===== config.mk =====
export PLATFORM = sky130hd
export DESIGN_NAME = msb_first_bit_field_reader_top_flat
export DESIGN_NICKNAME = d
export VERILOG_FILES = /design/src/rtl/mfbr_pkg.sv /design/src/rtl/mfbr_if.sv /design/src/rtl/msb_first_bit_field_reader_top.sv /design/src/flat_wrapper.sv
export VERILOG_INCLUDE_DIRS = /design/src /design/src/rtl
export SDC_FILE = /design/constraint.sdc
export NUM_CORES = 1
export LEC_CHECK = 0
export BUFFER_PORTS_ARGS = -buffer_cell sky130_fd_sc_hd__clkbuf_2
export CAP_MARGIN = 20
export CELL_PAD_IN_SITES_DETAIL_PLACEMENT = 1
export CELL_PAD_IN_SITES_GLOBAL_PLACEMENT = 1
export CORE_AREA = 2 2 206 208
export DETAILED_ROUTE_END_ITERATION = 10
export DIE_AREA = 0 0 208 210
export GPL_ROUTABILITY_DRIVEN = 0
export GPL_TIMING_DRIVEN = 0
export PLACE_DENSITY_LB_ADDON = 0.1
export SKIP_LAST_GASP = 1
export SYNTH_ARGS = -nofsm -noshare
export SYNTH_HDL_FRONTEND = slang
export SYNTH_SLANG_ARGS = --single-unit

===== constraint.sdc =====
create_clock -name clk -period 6.95 [get_ports clk]
set_input_delay 0.695 -clock clk [delete_from_list [all_inputs] [get_ports clk]]
set_output_delay 0.695 -clock clk [all_outputs]
set_load 0.01 [all_outputs]

===== src/rtl/msb_first_bit_field_reader_top_macros.svh =====
// ----------------------------------------------------------------------------
// MSB-first bit field reader: assertion macros
// Implication checks sampled on clk and disabled while rst_n is low.
// ----------------------------------------------------------------------------
`ifndef MSB_FIRST_BIT_FIELD_READER_TOP_MACROS_SVH
`define MSB_FIRST_BIT_FIELD_READER_TOP_MACROS_SVH

// Same-cycle implication.
`define MFBR_ASSERT_NOW(label, ante, cons, msg) \
  label: assert property (@(posedge clk) disable iff (!rst_n) (ante) |-> (cons)) \
    else $error(msg);

// Next-cycle implication.
`define MFBR_ASSERT_NEXT(label, ante, cons, msg) \
  label: assert property (@(posedge clk) disable iff (!rst_n) (ante) |=> (cons)) \
    else $error(msg);

`endif


===== src/rtl/mfbr_pkg.sv =====
`timescale 1ns / 1ps
`default_nettype none
// ----------------------------------------------------------------------------
// MSB-first bit field reader: package
// Field widths, command and status codes shared by the interfaces and RTL.
// ----------------------------------------------------------------------------
package mfbr_pkg;

  localparam int MAX_FIELD_BITS = 64;
  localparam int POSITION_BITS  = 40;
  localparam int OUT_POS_BITS   = 40;
  localparam int CMD_BITS       = 2;
  localparam int BYTE_BITS      = 8;
  localparam int COUNT_BITS     = 7;
  localparam int STATUS_BITS    = 3;
  localparam int LEFT_BITS      = 4;

  typedef logic [CMD_BITS-1:0]       cmd_t;
  typedef logic [BYTE_BITS-1:0]      byte_t;
  typedef logic [COUNT_BITS-1:0]     count_t;
  typedef logic [STATUS_BITS-1:0]    status_t;
  typedef logic [MAX_FIELD_BITS-1:0] field_t;
  typedef logic [OUT_POS_BITS-1:0]   out_pos_t;
  typedef logic [POSITION_BITS-1:0]  pos_t;
  typedef logic [LEFT_BITS-1:0]      left_t;

  localparam cmd_t CMD_BYTE    = 2'd0;
  localparam cmd_t CMD_REQUEST = 2'd1;
  localparam cmd_t CMD_END     = 2'd2;
  localparam cmd_t CMD_NONE    = 2'd3;

  localparam status_t ST_OK        = 3'd0;
  localparam status_t ST_BAD_WIDTH = 3'd1;
  localparam status_t ST_TRUNCATED = 3'd2;
  localparam status_t ST_STREAM    = 3'd3;
  localparam status_t ST_DROPPED   = 3'd4;

endpackage

`default_nettype wire


===== src/rtl/mfbr_if.sv =====
`timescale 1ns / 1ps
`default_nettype none
// ----------------------------------------------------------------------------
// MSB-first bit field reader: channel interfaces
// Valid/ready channels for input words and result words.
// ----------------------------------------------------------------------------
interface mfbr_in_if;
  import mfbr_pkg::*;

  logic   valid;
  logic   ready;
  cmd_t   command;
  byte_t  byte_value;
  count_t bit_count;
  logic   stream_failed;

  modport source (output valid, command, byte_value, bit_count, stream_failed,
                  input ready);
  modport sink   (input valid, command, byte_value, bit_count, stream_failed,
                  output ready);
endinterface

interface mfbr_out_if;
  import mfbr_pkg::*;

  logic     valid;
  logic     ready;
  field_t   field_value;
  status_t  status;
  out_pos_t bit_position;

  modport source (output valid, field_value, status, bit_position, input ready);
  modport sink   (input valid, field_value, status, bit_position, output ready);
endinterface

`default_nettype wire


===== src/rtl/msb_first_bit_field_reader_top.sv =====
`timescale 1ns / 1ps
`default_nettype none
`include "msb_first_bit_field_reader_top_macros.svh"
// ----------------------------------------------------------------------------
// MSB-first bit field reader
// Byte cache drained one bit per cycle into a field shift register.
// ----------------------------------------------------------------------------
//  channel  | dir | handshake        | payload
//  in_ch    | in  | valid/ready      | command, byte_value, bit_count, stream_failed
//  out_ch   | out | valid/ready      | field_value, status, bit_position
//
//  A word is taken in the idle state. A byte or request that feeds a
//  pending field moves bits out of the byte cache (up to 8), checks
//  completion and, once done, emits. Other words stay idle or pass
//  through the emit state. The result sits in an output register; a new
//  word is taken while it waits, and a second result stalls until the first
//  is taken. Reset (rst_n low, synchronous) empties cache and request.
// ----------------------------------------------------------------------------
module msb_first_bit_field_reader_top (
  input  wire             clk,
  input  wire             rst_n,
  mfbr_in_if.sink         in_ch,
  mfbr_out_if.source      out_ch
);
  import mfbr_pkg::*;

  localparam logic [1:0] S_IDLE  = 2'd0;
  localparam logic [1:0] S_DRAIN = 2'd1;
  localparam logic [1:0] S_EMIT  = 2'd2;

  logic [1:0] state_r, state_nxt;
  byte_t      cached_byte_r, cached_byte_nxt;
  left_t      bits_left_r, bits_left_nxt;
  count_t     pending_width_r, pending_width_nxt;
  count_t     bits_gathered_r, bits_gathered_nxt;
  field_t     field_accum_r, field_accum_nxt;
  pos_t       consumed_r, consumed_nxt;
  status_t    res_status_r, res_status_nxt;

  logic       out_valid_r, out_valid_nxt;
  field_t     out_field_r, out_field_nxt;
  status_t    out_status_r, out_status_nxt;
  out_pos_t   out_pos_r, out_pos_nxt;

  logic accept;
  logic out_free;
  logic bad_width;

  assign in_ch.ready        = (state_r == S_IDLE);
  assign accept             = in_ch.valid && in_ch.ready;
  assign out_free           = !out_valid_r || out_ch.ready;
  assign bad_width          = (in_ch.bit_count == '0) ||
                              (in_ch.bit_count > COUNT_BITS'(MAX_FIELD_BITS));

  assign out_ch.valid        = out_valid_r;
  assign out_ch.field_value  = out_field_r;
  assign out_ch.status       = out_status_r;
  assign out_ch.bit_position = out_pos_r;

  always_comb begin
    state_nxt         = state_r;
    cached_byte_nxt   = cached_byte_r;
    bits_left_nxt     = bits_left_r;
    pending_width_nxt = pending_width_r;
    bits_gathered_nxt = bits_gathered_r;
    field_accum_nxt   = field_accum_r;
    consumed_nxt      = consumed_r;
    res_status_nxt    = res_status_r;
    out_valid_nxt     = out_valid_r && !out_ch.ready;
    out_field_nxt     = out_field_r;
    out_status_nxt    = out_status_r;
    out_pos_nxt       = out_pos_r;

    unique case (state_r)
      S_IDLE: begin
        if (accept) begin
          unique case (in_ch.command)
            CMD_BYTE: begin
              if (bits_left_r != '0) begin
                res_status_nxt = ST_DROPPED;
                state_nxt      = S_EMIT;
              end else begin
                cached_byte_nxt = in_ch.byte_value;
                bits_left_nxt   = LEFT_BITS'(BYTE_BITS);
                if (pending_width_r != '0) begin
                  state_nxt = S_DRAIN;
                end
              end
            end
            CMD_REQUEST: begin
              if (bad_width || pending_width_r != '0) begin
                res_status_nxt = ST_BAD_WIDTH;
                state_nxt      = S_EMIT;
              end else begin
                pending_width_nxt = in_ch.bit_count;
                bits_gathered_nxt = '0;
                field_accum_nxt   = '0;
                state_nxt         = S_DRAIN;
              end
            end
            CMD_END: begin
              if (pending_width_r != '0) begin
                // Drop the partial field; consumed bits stay counted.
                pending_width_nxt = '0;
                bits_gathered_nxt = '0;
                field_accum_nxt   = '0;
                res_status_nxt    = in_ch.stream_failed ? ST_STREAM : ST_TRUNCATED;
                state_nxt         = S_EMIT;
              end
            end
            CMD_NONE: ;
            default: ;
          endcase
        end
      end
      S_DRAIN: begin
        if (bits_gathered_r < pending_width_r && bits_left_r != '0) begin
          // Shift the cache MSB into the low end of the field.
          field_accum_nxt   = {field_accum_r[MAX_FIELD_BITS-2:0], cached_byte_r[BYTE_BITS-1]};
          cached_byte_nxt   = {cached_byte_r[BYTE_BITS-2:0], 1'b0};
          bits_left_nxt     = bits_left_r - 1'b1;
          bits_gathered_nxt = bits_gathered_r + 1'b1;
          consumed_nxt      = consumed_r + 1'b1;
        end else if (bits_gathered_r >= pending_width_r) begin
          res_status_nxt = ST_OK;
          state_nxt      = S_EMIT;
        end else begin
          state_nxt = S_IDLE;
        end
      end
      S_EMIT: begin
        if (out_free) begin
          out_valid_nxt  = 1'b1;
          out_field_nxt  = (res_status_r == ST_OK) ? field_accum_r : '0;
          out_status_nxt = res_status_r;
          out_pos_nxt    = OUT_POS_BITS'(consumed_r);
          if (res_status_r == ST_OK) begin
            pending_width_nxt = '0;
            bits_gathered_nxt = '0;
            field_accum_nxt   = '0;
          end
          state_nxt = S_IDLE;
        end
      end
      default: state_nxt = S_IDLE;
    endcase
  end

  always_ff @(posedge clk) begin
    if (!rst_n) begin
      state_r         <= S_IDLE;
      cached_byte_r   <= '0;
      bits_left_r     <= '0;
      pending_width_r <= '0;
      bits_gathered_r <= '0;
      field_accum_r   <= '0;
      consumed_r      <= '0;
      out_valid_r     <= 1'b0;
    end else begin
      state_r         <= state_nxt;
      cached_byte_r   <= cached_byte_nxt;
      bits_left_r     <= bits_left_nxt;
      pending_width_r <= pending_width_nxt;
      bits_gathered_r <= bits_gathered_nxt;
      field_accum_r   <= field_accum_nxt;
      consumed_r      <= consumed_nxt;
      out_valid_r     <= out_valid_nxt;
    end
  end

  always_ff @(posedge clk) begin
    res_status_r <= res_status_nxt;
    out_field_r  <= out_field_nxt;
    out_status_r <= out_status_nxt;
    out_pos_r    <= out_pos_nxt;
  end

  `MFBR_ASSERT_NOW(a_cache_bound, 1'b1, bits_left_r <= LEFT_BITS'(BYTE_BITS),
    "byte cache holds more than one byte of bits")
  `MFBR_ASSERT_NOW(a_gather_bound, state_r == S_DRAIN,
    bits_gathered_r <= pending_width_r, "gathered more bits than requested")
  `MFBR_ASSERT_NOW(a_error_zero, out_valid_r && out_status_r != ST_OK,
    out_field_r == '0, "error result carries a nonzero field")
  `MFBR_ASSERT_NEXT(a_count_hold, state_r != S_DRAIN, $stable(consumed_r),
    "bit position moved outside the drain state")

endmodule

`default_nettype wire

===== src/flat_wrapper.sv =====
// flat-port wrapper written by rule: the top's interface ports become plain ports
module msb_first_bit_field_reader_top_flat import mfbr_pkg::*;
  (clk, rst_n, in_ch_valid, in_ch_command, in_ch_byte_value, in_ch_bit_count, in_ch_stream_failed, in_ch_ready, out_ch_valid, out_ch_field_value, out_ch_status, out_ch_bit_position, out_ch_ready);
  mfbr_in_if in_ch_i ();
  mfbr_out_if out_ch_i ();
  input  wire clk;
  input  wire rst_n;
  input wire logic [$bits(in_ch_i.valid)-1:0] in_ch_valid;
  input wire logic [$bits(in_ch_i.command)-1:0] in_ch_command;
  input wire logic [$bits(in_ch_i.byte_value)-1:0] in_ch_byte_value;
  input wire logic [$bits(in_ch_i.bit_count)-1:0] in_ch_bit_count;
  input wire logic [$bits(in_ch_i.stream_failed)-1:0] in_ch_stream_failed;
  output wire logic [$bits(in_ch_i.ready)-1:0] in_ch_ready;
  output wire logic [$bits(out_ch_i.valid)-1:0] out_ch_valid;
  output wire logic [$bits(out_ch_i.field_value)-1:0] out_ch_field_value;
  output wire logic [$bits(out_ch_i.status)-1:0] out_ch_status;
  output wire logic [$bits(out_ch_i.bit_position)-1:0] out_ch_bit_position;
  input wire logic [$bits(out_ch_i.ready)-1:0] out_ch_ready;
  assign in_ch_i.valid = in_ch_valid;
  assign in_ch_i.command = in_ch_command;
  assign in_ch_i.byte_value = in_ch_byte_value;
  assign in_ch_i.bit_count = in_ch_bit_count;
  assign in_ch_i.stream_failed = in_ch_stream_failed;
  assign in_ch_ready = in_ch_i.ready;
  assign out_ch_valid = out_ch_i.valid;
  assign out_ch_field_value = out_ch_i.field_value;
  assign out_ch_status = out_ch_i.status;
  assign out_ch_bit_position = out_ch_i.bit_position;
  assign out_ch_i.ready = out_ch_ready;
  msb_first_bit_field_reader_top u_core (.clk(clk), .rst_n(rst_n), .in_ch(in_ch_i), .out_ch(out_ch_i));
endmodule

**Yosys cells after proc, flatten, opt, wreduce, memory -nomap -nowiden**

Index checks and enable logic that the tools add are counted.

- Bits in registers: 243
- Bits of input ports: 22
- Word-level logic and storage cells: 112

- Add/sub/neg operators: 3
- Order comparisons: 3
- Equal/unequal tests: 19
- Multiplexer cells: 51
- Reductions and logical operators: 24

Operator list:

| kind | count |
|---|---|
| $mux W64 | 6 |
| $pmux W64 S3 | 1 |
| $pmux W64 S2 | 1 |
| $mux W7 | 8 |
| $pmux W7 S2 | 3 |
| $add A40 B1 Y40 const B | 1 |
| $mux W8 | 4 |
| $pmux W7 S3 | 1 |
| $mux W3 | 6 |
| $mux W2 | 8 |
| $mux W4 | 4 |
| $pmux W8 S2 | 1 |
| $reduce_and A8 Y1 | 2 |
| $ne A3 B3 Y1 const B | 5 |
| $pmux W2 S3 | 2 |
| $pmux W3 S3 | 1 |
| $ne A2 B1 Y1 const B | 4 |
| $ne A2 B2 Y1 const B | 4 |
| $ne A4 B4 Y1 const B | 2 |
| $pmux W4 S2 | 1 |
| $add A7 B1 Y7 const B | 1 |
| $ge A7 B7 Y1 | 1 |
| $gt A7 B7 Y1 const B | 1 |
| $logic_not A7 Y1 | 1 |
| other kinds (19) | 31 |

**Longest topological paths before layout**

- Depth in word-level cells: 7
- Mapped depth: 10
- Gate-level depth less buffers: 7

**Worst setup path after synthesis**

No wires, ideal clock.

- Kind: register -> register
- From: register u_core.state_r[0]
- To: register u_core.out_pos_r[0] (netlist: u_core.out_ch.bit_position[0]), enable pin
- Data arrival time: 5.324 ns
- Required time: 6.376 ns
- Slack: 1.052 ns
- Cell stages (with the launch flop): 5
- Path buffers: 2
- Cells stage by stage: dfxtp_1 clkbuf_1 clkbuf_1 nand2b_1 nor2_1

- Cells in the longest elaborated chain, start to end: 2

Ends and longest elaborated chain:

| item | line | RTL |
|---|---|---|
| from (decl) | msb_first_bit_field_reader_top.sv:31 | `logic [1:0] state_r, state_nxt;` |
| from (signal assigned) | msb_first_bit_field_reader_top.sv:160 | `state_r <= state_nxt;` |
| $eq A2 B2 Y1 | msb_first_bit_field_reader_top.sv:74 | `unique case (state_r)` |
| $reduce_and A2 Y1 (no line) | n/a |  |
| to (signal assigned) | msb_first_bit_field_reader_top.sv:175 | `out_pos_r <= out_pos_nxt;` |
| to (decl) | msb_first_bit_field_reader_top.sv:43 | `out_pos_t out_pos_r, out_pos_nxt;` |

Every way passes these cells.
A chain may end at the register's enable or synchronous reset.

**Worst setup path after layout**

- From: register u_core.pending_width_r[4]
- To: register u_core.consumed_r[28]

- Cells in the longest elaborated chain, start to end: 3

Ends and longest elaborated chain:

| item | line | RTL |
|---|---|---|
| from (decl) | msb_first_bit_field_reader_top.sv:34 | `count_t pending_width_r, pending_width_nxt;` |
| from (signal assigned) | msb_first_bit_field_reader_top.sv:163 | `pending_width_r <= pending_width_nxt;` |
| $lt A7 B7 Y1 | msb_first_bit_field_reader_top.sv:117 | `if (bits_gathered_r < pending_width_r && bits_left_r != '0) begin` |
| $logic_and A1 B1 Y1 | msb_first_bit_field_reader_top.sv:117 |  |
| $reduce_and A2 Y1 (no line) | n/a |  |
| to (signal assigned) | msb_first_bit_field_reader_top.sv:166 | `consumed_r <= consumed_nxt;` |
| to (decl) | msb_first_bit_field_reader_top.sv:37 | `pos_t consumed_r, consumed_nxt;` |

Every way passes these cells.

==> results <==
- The run finished with clean final reports.
- Of the total synthesized cell area, the portion taken by XOR and XNOR cells is 0.00343.
- The number of inserted diodes is 0.
- The floorplan has 75 rows.
- Setup repair after global routing left no endpoint under its margin.
- The prevailing post-synth register cell is dfxtp_1.
- The count of cell types in the netlist is 55.
- The number of max-slew violations in the final report is 0.
- The share of flip-flops with an asynchronous set or reset is 0.
- Of the total synthesized cell area, the portion taken by full adders, half adders and majority gates is 0.0171.
- The global-route total usage across every layer is 0.131.
- The clock network power share is 0.345.
- The library cell used as clock root buffer is clkbuf_16.
- The number of vias after detailed routing is 7628.
- The post-layout instance area is 12500 sq um.
- During synthesis, Yosys emitted a total of 0 warnings.
- The post-CTS repair timing setup buffer count is 0.
- Based on the critical path, the design can be clocked at up to 0.300 GHz.
- The die is 210 um tall.
- The critical-path cell with the highest stage delay is a211oi_2.
- The startpoint-to-endpoint class of the critical path is flip-flop to flip-flop.
- After synthesis the cells add up to 10200 sq um.
- The synthesized-area fraction occupied by ao, oa, aoi and oai cells is 0.0846.
- The slew of the pin with the lowest slew margin is 0.940 ns.
- For this run, design rule violations remaining after detail routing come to 0.
- Of all nets on the critical path, the largest fanout is 10.
- The area share of the largest cell type after synthesis is 0.323.
- The leading cell type in the layout, fill and taps excluded is dfxtp_1.
- Compared with the post-synthesis result, the final layout area differs by 22.5%.
- The post-cts resize count is 0.
- The HPWL after detailed placement is 20.0 mm.
- The placed instances occupy a cell area of 11600 sq um.
- Internal power comes to 0.00296 W.
- The mux contribution to synthesized area is 0.0764.
- The CTS H-tree depth is 1.
- The number of storage elements in the synthesis netlist is 243.
- Port buffering added 129 buffers.
- The number of placed I/O pins is 131.
- The core utilization of the finished layout is 0.302.
- The area of the core region is 41500 sq um.
- Measured against its own limit, the worst slew margin works out to 0.372.
- The largest net degree at the start of global routing is 34.
- In this run, the number of DRC markers left after iteration 0 of detailed routing was 246.
- The clock edge transition at the registers on the reported setup and hold paths is 0.06 ns.
- The initial core utilization is 0.246.
- On the final layout, the worst clock skew is 0.00974 ns.
- The post-route clock period utilization is 0.480.
- The count of max-cap constraint violations is 0.
- The number of nets with antenna violations after routing is 0.
- Of the total synthesized cell area, the portion taken by AND, OR, NAND and NOR gates is 0.200.
- The final setup violation count is 0.
- At the worst endpoint, the required time is 7.37 ns.
- Of the cells placed in the final design, the portion with a size suffix greater than 1 is 0.170.
- The largest single stage delay on the critical path is 0.66 ns.
- The routed wirelength normalized by instance count is 17.4 um.
- The worst setup path is launched from a flip-flop.
- Among the stages of the critical path, the cell type that occurs most often is clkbuf_1.
- Traced cell by cell, the critical path runs through inv_1, ha_1, a21o_1, a211oi_2, nand4_1, clkbuf_1, clkbuf_1, o31ai_1, a21oi_1.
- The aggregate routed wire length is 29.0 mm.
- The switching part of the total is 0.312.
- The number of buffers inserted for hold repair after clock tree synthesis is 0.
- In this run the power density over the cells is 344 nW/um^2.
- The share of total power dissipated in combinational logic is 0.226.
- The main combinational cell family by area after synthesis is simple AND/OR/NAND/NOR gates.
- The number of nets in the layout is 1147.
- For the finished layout, the period the worst path requires is 3.34 ns.
- Synthesis produced a netlist with a net count of 984.
- The first-pass GRT wire length is 45.8 mm.
- IR analysis of the VDD net gives a maximum drop of 0.171 mV.
- The path class of the lowest-slack min-delay path is primary input to flip-flop.
- Summed over all instances, the cell type with the most area after synthesis is edfxtp_1.
- The synthesized design contains 110 enable-type register cells.
- The via count of the first global-routing pass came to 7875.
- The die footprint is 43700 sq um.
- TritonCTS built the clock tree.
- Counting every instance in the synthesized netlist gives 948.
- The number of antenna violations at the first check in global routing is 0.
- In the layout the commonest cells are dfxtp_1, clkbuf_2, nand2_1, edfxtp_1, nand3_1.
- In the post-synthesis netlist, the biggest area contributors are edfxtp_1, dfxtp_1, mux2i_1.
- No sink is reached through more buffers than the 3 on the longest clock path.
- The via density per instance is 4.56.
- For this run, the register share of the synthesized area comes to 0.584.
- The clock sink count is 243.
- The per-instance average area after synthesis is 10.8 sq um.
- The final worst hold slack is 0.382 ns.
- The endpoint kind of the worst setup timing path is a flip-flop.
- The total grt overflow is 0.
- For the worst-skew pair, the clock arrives at the later sink with an insertion delay of 0.56 ns.
- In this run, CTS created clock tree buffers numbering 29.
- The total count of hold-check failures in the final report is 0.
- The first-pass iteration count of the detailed router is 6.
- The share of total power dissipated in sequential elements is 0.429.
- The floorplan die width is 208 um.
- The total net switching power is 0.00134 W.
- The critical path data arrival time is 3.76 ns.
- For this design the static power due to leakage is 4.65 nW.
metal layers:
metal / wire length, um / global-route usage / part of all wire
met2: 13200 / 0.209 / 0.45
met4: 509 / 0.0335 / 0.018
met1: 14300 / 0.183 / 0.49
met3: 1090 / 0.0231 / 0.037
met5: 0 / 0 / 0
power groups by stage:
stage	combinational (W)	sequential [W]	clock, W
2_1_floorplan	0.000472	0.00199	0
6_report	0.000972	0.00185	0.00148
3_3_place_gp	0.000957	0.00195	0
3_5_place_dp	0.00100	0.00189	0
5_1_grt	0.00107	0.00187	0.00159
4_1_cts	0.00100	0.00186	0.00154
sequential cells by signal (all words and copies together), names as in the netlist:
signal and cells:
u_core.cached_byte_r 8, u_core.state_r 2, u_core.field_accum_r 64, u_core.out_ch.status 3, u_core.res_status_r 3, u_core.pending_width_r 7, u_core.out_ch.valid 1, u_core.consumed_r 40
u_core.bits_left_r 4, u_core.bits_gathered_r 7, u_core.out_ch.bit_position 40, u_core.out_ch.field_value 64
cell usage after synthesis, types with 4 or more instances:
| library cell | n |
|---|---|
| dfxtp_1 | 133 |
| ha_1 | 14 |
| nor3_1 | 6 |
| mux2i_1 | 78 |
| nor2b_1 | 4 |
| edfxtp_1 | 110 |
| nand3_1 | 83 |
| or3_1 | 18 |
| nand4_1 | 14 |
| nand2b_1 | 7 |
| clkbuf_1 | 50 |
| nand2_1 | 126 |
| inv_1 | 22 |
| nor2_1 | 18 |
| and2_1 | 67 |
| o21ai_0 | 16 |
| or2_2 | 4 |
| or4_1 | 22 |
| and3_1 | 4 |
| nor4_1 | 8 |
| a311oi_1 | 8 |
| o31ai_1 | 25 |
| a21oi_1 | 50 |
| o311ai_0 | 5 |
| o31a_1 | 4 |
| buf_2 | 7 |
kinds of logic after synthesis:
kind of cell,Yosys count
adder cells (fa/ha/maj),14
buffers and inverters,86
multiplexers,78
AND/OR/NAND/NOR,392
XOR/XNOR,4
flip-flops,243
AO/OA/AOI/OAI,131
through the flow:
stage	setup slack (ns)	instances	total power (W)	setup TNS (ns)
6_report	3.61	1672	0.00430	0
3_3_place_gp	-2.00	1616	0.00291	-212.43
2_1_floorplan	1.05	948	0.00246	0
4_1_cts	3.54	1672	0.00440	0
3_5_place_dp	3.56	1619	0.00289	0
5_1_grt	3.25	1672	0.00453	0
critical path: cells and delay by family, from the launching register on:
family | cells | cell delay [ns]
and+or+nand+nor | 1 | 0.39
DFF | 1 | 0.36
adders and majority gates | 1 | 0.29
buffers and inverters | 3 | 0.86
AOI/OAI and AO/OA | 4 | 1.31
cell type report:
cell class / count / area [sq um]
multi-input cells: 619 / 3900
well taps: 539 / 674
repair buffers: 132 / 706
flip-flops and latches: 243 / 5970
fillers: 4713 / 29000
inverters: 23 / 86.3
plain buffers: 63 / 268
clock inverters: 11 / 105
clock buffers: 42 / 805
final timing paths:
check                            start                         to  slack, ns  depth (start not counted)
max reg2reg  u_core.pending_width_r[4]      u_core.consumed_r[28]       3.61                          9
min                 in_ch_bit_count[1]  u_core.pending_width_r[1]       0.38                          3
min reg2reg   u_core.field_accum_r[63]   u_core.field_accum_r[63]       0.45                          2
max          u_core.pending_width_r[4]      u_core.consumed_r[28]       3.61                          9
No activity file was read; power rests on OpenSTA's default activity.
